File: config.mk
export PLATFORM = sky130hd
export DESIGN_NAME = als_ctrl
export DESIGN_NICKNAME = d
export VERILOG_FILES = /design/src/rtl/als_pkg.sv /design/src/rtl/als_ctrl.sv
export SDC_FILE = /design/constraint.sdc
export NUM_CORES = 1
export LEC_CHECK = 0
export BUFFER_PORTS_ARGS = -buffer_cell sky130_fd_sc_hd__buf_2
export CORE_AREA = 2 2 39 41
export DETAILED_ROUTE_END_ITERATION = 16
export DIE_AREA = 0 0 41 43
export PLACE_DENSITY = 0.53
export SETUP_SLACK_MARGIN = 0.1
export SLEW_MARGIN = 25
export SYNTH_ARGS = -nofsm -noshare
export SYNTH_HDL_FRONTEND = slang
export SYNTH_SLANG_ARGS = --single-unit
File: constraint.sdc
create_clock -name clk -period 3.1 [get_ports clk]
set_input_delay 0.31 -clock clk [delete_from_list [all_inputs] [get_ports clk]]
set_output_delay 0.31 -clock clk [all_outputs]
set_load 0.01 [all_outputs]
File: src/rtl/als_pkg.sv
// Shared types and constants for the address lease server.
// Message, reply, pool entry, configuration and controller/datapath interface types.
// No dependencies.
package als_pkg;

  localparam int POOL_DEPTH_DEF = 1024;
  localparam int POOL_W = 11;
  localparam int TIME_W = 30;
  localparam int END_W = 31;
  localparam int ID_W = 16;

  // Message kinds
  localparam logic [1:0] DIS = 2'd0;
  localparam logic [1:0] REQ = 2'd1;

  // Reply kinds
  localparam logic [1:0] OFR = 2'd0;
  localparam logic [1:0] ACK = 2'd1;
  localparam logic [1:0] NAK = 2'd2;

  // Entry status codes
  localparam logic [1:0] ST_FREE = 2'd0;
  localparam logic [1:0] ST_OFFERED = 2'd1;
  localparam logic [1:0] ST_ASSIGNED = 2'd2;
  localparam logic [1:0] ST_EXPIRED = 2'd3;

  // Configuration register indexes
  localparam logic [2:0] CFG_POOL_SIZE = 3'd0;
  localparam logic [2:0] CFG_DEFAULT_LEASE = 3'd1;
  localparam logic [2:0] CFG_MAX_LEASE = 3'd2;
  localparam logic [2:0] CFG_MIN_LEASE = 3'd3;
  localparam logic [2:0] CFG_SERVER_ID = 3'd4;

  typedef struct packed {
    logic [TIME_W-1:0] arrival_time;
    logic [ID_W-1:0]   sender_id;
    logic              to_broadcast;
    logic [ID_W-1:0]   receiver_id;
    logic [1:0]        kind;
    logic [ID_W-1:0]   asked_address;
    logic [TIME_W-1:0] asked_end;
  } msg_t;

  typedef struct packed {
    logic [1:0]       reply_type;
    logic [ID_W-1:0]  client_id;
    logic [ID_W-1:0]  address;
    logic [END_W-1:0] lease_end;
  } reply_t;

  typedef struct packed {
    logic [1:0]       status;
    logic [ID_W-1:0]  owner;
    logic [END_W-1:0] lease_end;
  } entry_t;

  typedef struct packed {
    logic [POOL_W-1:0] pool_size;
    logic [TIME_W-1:0] default_lease;
    logic [TIME_W-1:0] max_lease;
    logic [TIME_W-1:0] min_lease;
    logic [ID_W-1:0]   server_id;
  } cfg_t;

  // Controller to datapath commands
  typedef struct packed {
    logic clr;
    logic load;
    logic scan;
    logic commit;
  } cmd_t;

  // Datapath to controller status
  typedef struct packed {
    logic clr_done;
    logic scan_done;
    logic out_free;
  } sts_t;

endpackage

File: src/rtl/als_ctrl.sv
// Controller state machine for the address lease server.
// Sequences the clearing pass, message load, pool scan and commit.
// Depends on als_pkg.
module als_ctrl (
  input  logic          clk,
  input  logic          rst,
  input  logic          req_valid,
  output logic          req_stall,
  output als_pkg::cmd_t cmd,
  input  als_pkg::sts_t sts
);
  import als_pkg::*;

  typedef enum logic [3:0] {
    S_CLEAR = 4'b0001,
    S_IDLE  = 4'b0010,
    S_SCAN  = 4'b0100,
    S_FIN   = 4'b1000
  } state_t;

  state_t state, state_next;

  // Advance state
  always_ff @(posedge clk) begin
    if (rst) begin
      state <= S_CLEAR;
    end else begin
      state <= state_next;
    end
  end

  // Decode next state and commands
  always_comb begin
    state_next = state;
    cmd = '0;
    case (state)
      S_CLEAR: begin
        cmd.clr = 1'b1;
        if (sts.clr_done) state_next = S_IDLE;
      end
      S_IDLE: begin
        if (req_valid) begin
          cmd.load = 1'b1;
          state_next = S_SCAN;
        end
      end
      S_SCAN: begin
        cmd.scan = 1'b1;
        if (sts.scan_done) state_next = S_FIN;
      end
      S_FIN: begin
        if (sts.out_free) begin
          cmd.commit = 1'b1;
          state_next = S_IDLE;
        end
      end
      default: state_next = S_CLEAR;
    endcase
  end

  assign req_stall = (state != S_IDLE);

endmodule

==> results of run 1 <==
-- through the flow --
step                cells  utilization [%]  setup slack, ns  cell area [um^2]
floorplan              40                -            1.769             314.1
global placement       62            25.41            1.701             351.6
detailed placement     62            25.41            1.672             351.6
CTS                    65            27.03            1.401             374.1
global route           65            27.03            1.264             374.1
finish                 65            27.03            1.408             374.1
-- layout make-up --
type | count | area share, %
sequential | 4 | 21.40
clock buffer | 3 | 6.020
inverter | 1 | 1.003
multi-input combinational | 31 | 52.84
tap | 16 | 5.351
timing repair buffer | 10 | 13.38
-- per-layer routing --
metal,vias up,track usage [%],part of all wire (%)
met5,-,0,0
met4,0,4.000,1.2
met3,2,6.283,14
met2,12,8.750,35
met1,123,13.50,50
li1,158,-,-
-- cells in the mapped netlist --
master and number:
a2bb2oi_1 1, o21bai_1 1, mux2i_1 1, o21ai_1 1, nand2_1 2, buf_6 2
and2_1 1, or2_4 1, inv_1 1, nor3b_1 3, o21ai_0 4, nand2b_1 3
or4_1 1, nor4b_1 3, nor4_1 1, buf_2 2, xnor2_1 1, xor2_1 1
nor2_1 5, or3_1 1, dfxtp_1 4
-- cell families (layout without fill, tap and decap cells) --
logic type      after synthesis  count (layout)  synth area share (%)
simple gates                 21              21                 41.04
flops                         4               4                 25.50
buf+inv                       5              14                 11.55
mux                           1               1                 3.187
compound gates                7               7                 13.15
xor+xnor                      2               2                 5.579
-- where the power goes --
group	internal [mW]	switching, mW
Clock	0.0436	0.0261
Sequential	0.0573	0.0129
Combinational	0.0265	0.0213
Total	0.127	0.0604
-- final timing paths --
path	end	slack [ns]	depth (start not counted)
max	cmd[2]	1.41	3
min	state[2]$_SDFFE_PP0P_	0.29	2
max reg2reg	state[1]$_SDFFE_PP0P_	1.81	4
min reg2reg	state[1]$_SDFFE_PP0P_	0.62	2
-- worst reg2reg max path, cell delays in order, from the launching register on --
cell     delay, ns
dfxtp_1       0.49
nor3b_1       0.22
o21ai_0       0.15
o21ai_1       0.16
mux2i_1       0.21
==> summary.txt, run 1 <==
Timing
  • Final Hold Vio Count: 0
  • Max frequency: a little under 0.6 GHz
  • Worst relative slew slack: between 70% and 80%
  • Slew of the pin with the lowest slew margin: roughly 0.35 ns
  • Final clock period utilization by the worst path: 54.58%
  • Min Tclk post-route: 1.692 ns
  • Total count of max-transition violations in the final report: 0
  • Hold slack final: slightly below 0.3 ns
  • RSZ-0062 raised after global routing: false
  • Final-layout setup total negative slack: 0 ns
  • Setup skew after layout: roughly 0.0032 ns
  • Final setup fails: 0

Final layout
  • Syn-to-layout area delta: 19.12%
  • Sequential cell area: 80.08 um^2
  • Number of nets in the final layout: 57
  • Reg with most FFs: state
  • Biggest regs: state x4
  • Diodes inserted: 0
  • Area of the multi-input gates: approximately 200 um^2
  • Flip-flop count of the largest register after layout: 4
  • Most common library cell in the layout ignoring fill and taps: buf_2
  • Most frequent cells in the layout: buf_2, nor2_1, o21ai_0, dfxtp_1
  • Number of inserted filler cells in the final layout: 160
  • Layout cells sized above 1: 28.57%

Detailed routing
  • Antenna Violating Nets Remaining: 0
  • DRC viols: 0
  • Drt pass-1 iters: 4
  • Detailed Route Iter0 Violations: 8
  • Wire length per cell after detailed routing: roughly 10 um
  • Detailed-route via count: 295
  • DRT Wirelength: about 700 um
  • Via density per instance: 4.538

Critical path
  • Worst Setup Start Kind: flop
  • Required arrival time at the worst endpoint: 2.79 ns
  • Maximum fanout along the worst path: 10
  • CP max stage cell: dfxtp_1
  • Worst reg2reg path startpoint: state[3]$_SDFFE_PP0P_
  • Setup crit start: state[1]$_SDFFE_PP0P_
  • Buf+Inv Stages, Crit Path: 1
  • Stage delay of the slowest cell on the critical path: 0.48 ns
  • Kind of cell adding the most delay to the critical path: simple AND/OR/NAND/NOR gates
  • Nature of the critical path endpoint: primary output
  • Data arrival at the endpoint of the critical path: 1.38 ns
  • Cell-by-cell listing of the critical path: nor4b_1 > and2_1 > buf_2
  • Crit Path Class: flop to primary output

Die
  • Total core area: between 0.001 and 0.0015 mm^2
  • Num rows: 14
  • Die width: 41 um
  • Starting utilization of the core area: a little under a quarter
  • Y dimension of the die: 43 um
  • Die Footprint: 0.001763 mm^2
  • Top-level I/O count: 11

Job
  • Max-cap check violation count: 0

Clock network
  • TritonCTS Sinks: 4
  • Library cell used as clock root buffer: clkbuf_4
  • Quantity of hold-fixing buffers added after cts: 0
  • Resized Gates After CTS: 0
  • Insertion delay of the later-clocked pin in the worst-skew pair: 0.25 ns
  • Clock Pin Slew Worst Setup and Hold Paths: 0.04 ns
  • Buffers inserted during post-CTS setup optimization: 0
  • Clock tree from TritonCTS: yes
  • CTS H-tree depth: 1
  • Maximum clock insertion buffer count: 2
  • TritonCTS buffer count: 3

Global routing
  • GR Overflow Total: 0
  • Pin count of the biggest net entering global routing: 11
  • Number of antenna violations at the first check in global routing: 0
  • Global-route total usage across every layer: under 10%
  • First-pass GRT wire length: 1021 um
  • Number of global-route vias before repair: 230

Power and ir drop
  • LEAKAGE: 0.1495 nW
  • Pwr per Cell Area: 501.9 mW/mm^2
  • Total Power: 187.8 uW
  • Worst VDD drop: 0.0002635 V

Yosys
  • Yosys synthesis warning count: 0
  • Seq/Total Area, Yosys: 25.50%
  • Nets in the synthesized netlist: 46
  • Count of distinct cell types in the synthesized netlist: 21
  • Post-Synthesis Cells: 40
  • Cell taking the most area after synthesis: dfxtp_1
  • Cell types occupying the most area after synthesis: dfxtp_1, nor4b_1, buf_6, nor3b_1, o21ai_0
  • Post-synth design cell area: 314.1 um^2
  • Mean Syn Cell Area: 7.851 um^2
  • Number of storage elements in the synthesis netlist: 4
  • Yosys top cell area share: 25.50%

Outcome
  • Outcome: completed

Min path
  • Class of the worst hold path: primary input to flop
  • Beginning of the worst hold path: rst

Place
  • Buffers added on ports: 10
  • Detailed Place HPWL: 459.9 um
  • Weighted congestion at the end of routability-driven global placement: 0.7378
(Power assumes the default switching activity.)
==> run 2, diff against run 1 <==
Clock period 3.1 ns to 1.6 ns, I/O delays scaled along.
==> run 2 against run 1 <==
Net effect: setup slack worse by 1.2 ns; register-to-register slack got worse by 1.4 ns; wire length is 4.0% lower; worst hold slack lost 0.15 ns; highest routed layer is now met3; non-clock buffer count did not move; combinational power rose by 100%; clock power up 78%; cell count is the same.
==> summary.txt, run 2 (synthesized netlist as in run 1, its figures left out) <==
Die
  • Die Footprint: 0.001763 mm^2 (unchanged)
  • Y dimension of the die: 43 um (unchanged)
  • Total core area: 0.001384 mm^2 (unchanged)
  • Starting utilization of the core area: 22.69% (unchanged)
  • Top-level I/O count: 11 (unchanged)
  • Die width: 41 um (unchanged)
  • Num rows: 14 (unchanged)

Outcome
  • Outcome: completed

Power and ir drop
  • Pwr per Cell Area: 923.3 mW/mm^2 (+84%)
  • Worst VDD drop: 0.0002814 V (+6.8%)
  • LEAKAGE: 0.1547 nW (+3.5%)
  • Total Power: 360.4 uW (+92%)

Timing
  • Final clock period utilization by the worst path: 86.27%
  • Final setup fails: 0 (unchanged)
  • Slew of the pin with the lowest slew margin: 0.3079 ns (-0.03873 ns)
  • Final-layout setup total negative slack: 0 ns (unchanged)
  • RSZ-0062 raised after global routing: false
  • Worst relative slew slack: 79.44% (+2.9 points)
  • Total count of max-transition violations in the final report: 0 (unchanged)
  • Final Hold Vio Count: 0 (unchanged)
  • Max frequency: slightly above 0.7 GHz
  • Setup skew after layout: 0.002910 ns (-0.0002531 ns)
  • Min Tclk post-route: 1.380 ns

Clock network
  • Clock tree from TritonCTS: yes
  • Clock Pin Slew Worst Setup and Hold Paths: 0.03 ns (about the same)
  • Insertion delay of the later-clocked pin in the worst-skew pair: 0.23 ns (-0.02 ns)
  • Quantity of hold-fixing buffers added after cts: 0 (unchanged)
  • Library cell used as clock root buffer: clkbuf_4
  • Maximum clock insertion buffer count: 2 (unchanged)
  • TritonCTS Sinks: 4 (unchanged)
  • TritonCTS buffer count: 3 (unchanged)
  • CTS H-tree depth: 1 (unchanged)

Critical path
  • Count of cells along the worst register-to-register path: 4 (unchanged)
  • Setup crit start: state[2]$_SDFFE_PP0P_
  • Buf+Inv Stages, Crit Path: 1 (unchanged)
  • Kind of cell adding the most delay to the critical path: simple AND/OR/NAND/NOR gates
  • FF-to-FF End: state[1]$_SDFFE_PP0P_
  • Worst reg2reg path startpoint: state[0]$_SDFFE_PP1P_
  • Required arrival time at the worst endpoint: 1.44 ns (-1.35 ns)
  • Crit Path Class: flop to primary output
  • Maximum fanout along the worst path: 10 (unchanged)
  • CP Depth: 3 (unchanged)
  • Nature of the critical path endpoint: primary output
  • Data arrival at the endpoint of the critical path: 1.22 ns (-0.16 ns)
  • CP max stage cell: dfxtp_2
  • Cell-by-cell listing of the critical path: nor4b_2 > and2_1 > buf_2
  • CP endpoint: cmd[2]
  • Stage delay of the slowest cell on the critical path: 0.37 ns (-0.11 ns)
  • R2r setup slk: 0.38 ns (-1.43 ns)
  • Worst Setup Start Kind: flop

Detailed routing
  • DRC viols: 0 (unchanged)
  • Detailed-route via count: 307 (+4.1%)
  • Via density per instance: 4.723 (+4.1%)
  • DRT Wirelength: 655 um (-4.0%)
  • Detailed Route Iter0 Violations: 9 (+1)
  • Antenna Violating Nets Remaining: 0 (unchanged)
  • Drt pass-1 iters: 4 (unchanged)
  • Wire length per cell after detailed routing: 10.08 um (-4.0%)

Global routing
  • First-pass GRT wire length: 1041 um (+2.0%)
  • Number of global-route vias before repair: 269 (+17%)
  • Number of antenna violations at the first check in global routing: 0 (unchanged)
  • Global-route total usage across every layer: 8.809% (-0.027 points)
  • Pin count of the biggest net entering global routing: 11 (unchanged)
  • GR Overflow Total: 0 (unchanged)

Final layout
  • Final std cell area, no fill: 390.4 um^2 (+4.3%)
  • Syn-to-layout area delta: 24.30%
  • Most frequent cells in the layout: buf_2, nor2_1, o21ai_0
  • Biggest regs: state x4
  • Most common library cell in the layout ignoring fill and taps: buf_2
  • Number of nets in the final layout: 57 (unchanged)
  • Diodes inserted: 0 (unchanged)
  • Reg with most FFs: state
  • Layout cells sized above 1: 38.78% (+10 points)
  • Flip-flop count of the largest register after layout: 4 (unchanged)

Place
  • Buffers added on ports: 10 (unchanged)
  • Weighted congestion at the end of routability-driven global placement: 0.7729 (+4.8%)
  • Detailed Place HPWL: 493.3 um (+7.3%)
  • Post-place instance area: 351.6 um^2 (unchanged)

Job
  • Max-cap check violation count: 0 (unchanged)

Min path
  • Class of the worst hold path: primary input to flop
[run 2: changes by cell type in the layout (fill, tap and decap cells not counted)]
cell and change:
nor4b_2 +2, nor4b_1 -2, dfxtp_2 +3, dfxtp_1 -3
[run 2: metrics by stage]
step	hold slack, ns	worst slack (ns)	cells	util [%]
6_report	0.1467	0.2197	65	28.21
5_1_grt	0.1579	0.1258	65	28.21
4_1_cts	0.1428	0.1332	65	27.58
3_5_place_dp	0.4024	0.2648	62	25.41
3_3_place_gp	0.4035	0.2970	62	25.41
2_1_floorplan	0.2324	0.2688	40	-
[run 2: layer usage]
layer  routed length (um)  GRT usage [%]  vias to the layer above
met5                    0              0                        -
met4                    0          6.000                        0
met3                   73          3.141                        0
met2                  253          11.25                       13
met1                  328          11.78                      137
li1                     -              -                      157
[run 2: layout make-up]
cell class                 instances  area [um^2]
clock buffer                       3        22.52
tap                               16        20.02
fill                             163        993.5
inverter                           1        3.754
multi-input combinational         31        210.2
timing repair buffer              10        50.05
sequential                         4        83.83
[run 2: power breakdown]
| group | internal, mW | switching, mW |
|---|---|---|
| combinational | 0.0555 | 0.0399 |
| clock | 0.0838 | 0.0405 |
| sequential | 0.113 | 0.0280 |
| total | 0.252 | 0.108 |
[run 2: worst register-to-register path: stages, from the launching register on]
cell and delay (ns):
dfxtp_1 0.39, nand2b_1 0.21, a2bb2oi_1 0.14, o21ai_1 0.20
mux2i_1 0.20
[run 2: what timing repair did]
| item | in CTS | in global routing |
|---|---|---|
| setup buffers | 0 | 0 |
| pin swaps | 0 | 1 |
| gates cloned | 0 | 0 |
| setup endpoints to repair | 1 | 2 |
| resized for setup | 2 | 3 |
[run 2: worst min-delay path by stage]
stage,from,endpoint,slack [ns],depth (start not counted)
finish,rst,state[2]$_SDFFE_PP0P_,0.15,2
global route,rst,state[2]$_SDFFE_PP0P_,0.16,2
CTS,rst,state[2]$_SDFFE_PP0P_,0.14,2
detailed placement,rst,state[2]$_SDFFE_PP0P_,0.40,2
global placement,rst,state[2]$_SDFFE_PP0P_,0.40,2
floorplan,rst,state[2]$_SDFFE_PP0P_,0.23,1
==> run 3, diff against run 2 <==
==> constraint.sdc (replaced) <==
create_clock -name clk -period 1.6 [get_ports clk]
set_input_delay 0.16 -clock clk [delete_from_list [all_inputs] [get_ports clk]]
set_output_delay 0.16 -clock clk [all_outputs]
set_load 0.005 [all_outputs]
==> run 3 against run 2 <==
Net effect: cell area down 0.64%; register-to-register slack got worse by 0.08 ns; sequential cell count stayed put; sequential share of layout area is 0.51 points lower; worst hold slack improved by 0.0073 ns; combinational power fell by 4.5%; non-clock buffer count unchanged; clock skew unchanged; clock power about the same.
==> summary.txt, run 3 (synthesized netlist as in run 1, its figures left out) <==
Outcome
  • Outcome: completed

Clock network
  • TritonCTS Sinks: 4 (unchanged)
  • CTS H-tree depth: 1 (unchanged)
  • Library cell used as clock root buffer: clkbuf_4
  • TritonCTS buffer count: 3 (unchanged)
  • Quantity of hold-fixing buffers added after cts: 0 (unchanged)
  • Clock Pin Slew Worst Setup and Hold Paths: 0.04 ns (about the same)
  • Maximum clock insertion buffer count: 2 (unchanged)
  • Buffers inserted during post-CTS setup optimization: 0 (unchanged)
  • Clock tree from TritonCTS: yes
  • Insertion delay of the later-clocked pin in the worst-skew pair: 0.23 ns (about the same)

Timing
  • Max frequency: 0.7103 GHz (-2.0%)
  • Final clock period utilization by the worst path: 87.99% (+1.7 points)
  • Final Hold Vio Count: 0 (unchanged)
  • Setup skew after layout: 0.002910 ns (unchanged)
  • Slew of the pin with the lowest slew margin: 0.3694 ns (+0.06146 ns)
  • Min Tclk post-route: 1.408 ns (+0.02759 ns)
  • Final-layout setup total negative slack: 0 ns (unchanged)
  • Total count of max-transition violations in the final report: 0 (unchanged)
  • RSZ-0062 raised after global routing: true
  • Worst relative slew slack: 75.34% (-4.1 points)
  • Final setup fails: 0 (unchanged)

Job
  • Max-cap check violation count: 0 (unchanged)

Detailed routing
  • DRC viols: 0 (unchanged)
  • Wire length per cell after detailed routing: 10.09 um (+0.15%)
  • Antenna Violating Nets Remaining: 0 (unchanged)
  • Drt pass-1 iters: 4 (unchanged)
  • Detailed-route via count: 307 (unchanged)
  • Detailed Route Iter0 Violations: 9 (unchanged)
  • DRT Wirelength: 656 um (+0.15%)
  • Via density per instance: 4.723 (unchanged)

Global routing
  • Number of global-route vias before repair: 269 (unchanged)
  • Pin count of the biggest net entering global routing: 11 (unchanged)
  • Number of antenna violations at the first check in global routing: 0 (unchanged)
  • Global-route total usage across every layer: 8.809% (unchanged)
  • First-pass GRT wire length: 1041 um (unchanged)
  • GR Overflow Total: 0 (unchanged)

Power and ir drop
  • Pwr per Cell Area: 917.9 mW/mm^2 (-0.59%)
  • Net switching component of the power: 104.0 uW (-4.0%)
  • Total Power: 356.0 uW (-1.2%)
  • Worst VDD drop: 0.0002809 V (-0.18%)
  • Internal power contribution: 252.0 uW (about the same)
  • Switching Fraction: 29.22% (-0.84 points)
  • Comb power frac: 25.6% (-0.9 points)
  • LEAKAGE: 0.1537 nW (-0.68%)
  • Clock network power share: 34.9% (+0.4 points)
  • Power share of the sequential group: 39.5% (+0.5 points)

Die
  • Die Footprint: 0.001763 mm^2 (unchanged)
  • Starting utilization of the core area: 22.69% (unchanged)
  • Top-level I/O count: 11 (unchanged)
  • Total core area: 0.001384 mm^2 (unchanged)
  • Die width: 41 um (unchanged)
  • Y dimension of the die: 43 um (unchanged)
  • Num rows: 14 (unchanged)

Place
  • Buffers added on ports: 10 (unchanged)
  • Weighted congestion at the end of routability-driven global placement: 0.7730 (about the same)
  • Detailed Place HPWL: 493.3 um (unchanged)

Final layout
  • Flip-flop count of the largest register after layout: 4 (unchanged)
  • Reg with most FFs: state
  • Number of nets in the final layout: 57 (unchanged)
  • Layout cells sized above 1: 34.69% (-4.1 points)
  • Biggest regs: state x4
  • Diodes inserted: 0 (unchanged)
  • Syn-to-layout area delta: 23.51%
  • Most common library cell in the layout ignoring fill and taps: buf_2
  • Most frequent cells in the layout: buf_2, nor2_1, o21ai_0

Critical path
  • Required arrival time at the worst endpoint: 1.44 ns (about the same)
  • Data arrival at the endpoint of the critical path: 1.25 ns (+0.03 ns)
  • Nature of the critical path endpoint: primary output
  • Maximum fanout along the worst path: 9 (-1)
  • Worst Setup Start Kind: flop
  • Crit Path Class: flop to primary output

Min path
  • Class of the worst hold path: primary input to flop
run 3: cell types whose count changed in the layout (fill, tap and decap cells not counted):
cell / change
dfxtp_2: -2
dfxtp_1: +2
run 3: per-layer routing:
| metal | track usage (%) | share of wire (%) |
|---|---|---|
| met5 | 0 | 0 |
| met3 | 3.141 | 11 |
| met2 | 11.25 | 39 |
| met1 | 11.78 | 50 |
| met4 | 6.000 | 0 |
run 3: cell type report:
class,instances,area [um^2]
clock buffers,3,22.52
well taps,16,20.02
repair buffers,10,50.05
flip-flops and latches,4,81.33
multi-input cells,31,210.2
fillers,161,996.0
inverters,1,3.754
run 3: stage by stage:
stage	area (um^2)	instances	util (%)	hold WS [ns]	worst slack, ns
floorplan	314.1	40	-	0.2324	0.4345
finish	387.9	65	28.03	0.1541	0.1921
global route	387.9	65	28.03	0.1654	0.09221
global placement	351.6	62	25.41	0.4035	0.3148
detailed placement	351.6	62	25.41	0.4024	0.2826
CTS	380.4	65	27.49	0.1428	0.1037
run 3: worst max-delay path, stage by stage (launching register included):
cell and delay, ns:
dfxtp_1 0.39, nor4b_2 0.33, and2_1 0.18, buf_2 0.11
run 3: power groups by stage:
stage               Sequential (mW)  Combinational (mW)  Clock [mW]
finish                        0.141              0.0911       0.124
global route                  0.143               0.105       0.138
CTS                           0.138              0.0895       0.133
detailed placement            0.138              0.0883           0
global placement              0.138              0.0894           0
floorplan                     0.115              0.0928           0
run 3: final timing paths:
check                             start               endpoint  slack [ns]  depth (start not counted)
setup reg to reg  state[2]$_SDFFE_PP0P_  state[1]$_SDFFE_PP0P_        0.30                          4
hold / removal                      rst  state[2]$_SDFFE_PP0P_        0.15                          2
setup / recovery  state[0]$_SDFFE_PP1P_                 cmd[2]        0.19                          3
hold reg to reg   state[1]$_SDFFE_PP0P_  state[1]$_SDFFE_PP0P_        0.55                          2
run 3: timing repair:
| action | 4_1_cts | 5_1_grt |
|---|---|---|
| endpoints found under the setup margin | 1 | 2 |
| cloned | 0 | 0 |
| gates resized for setup | 1 | 2 |
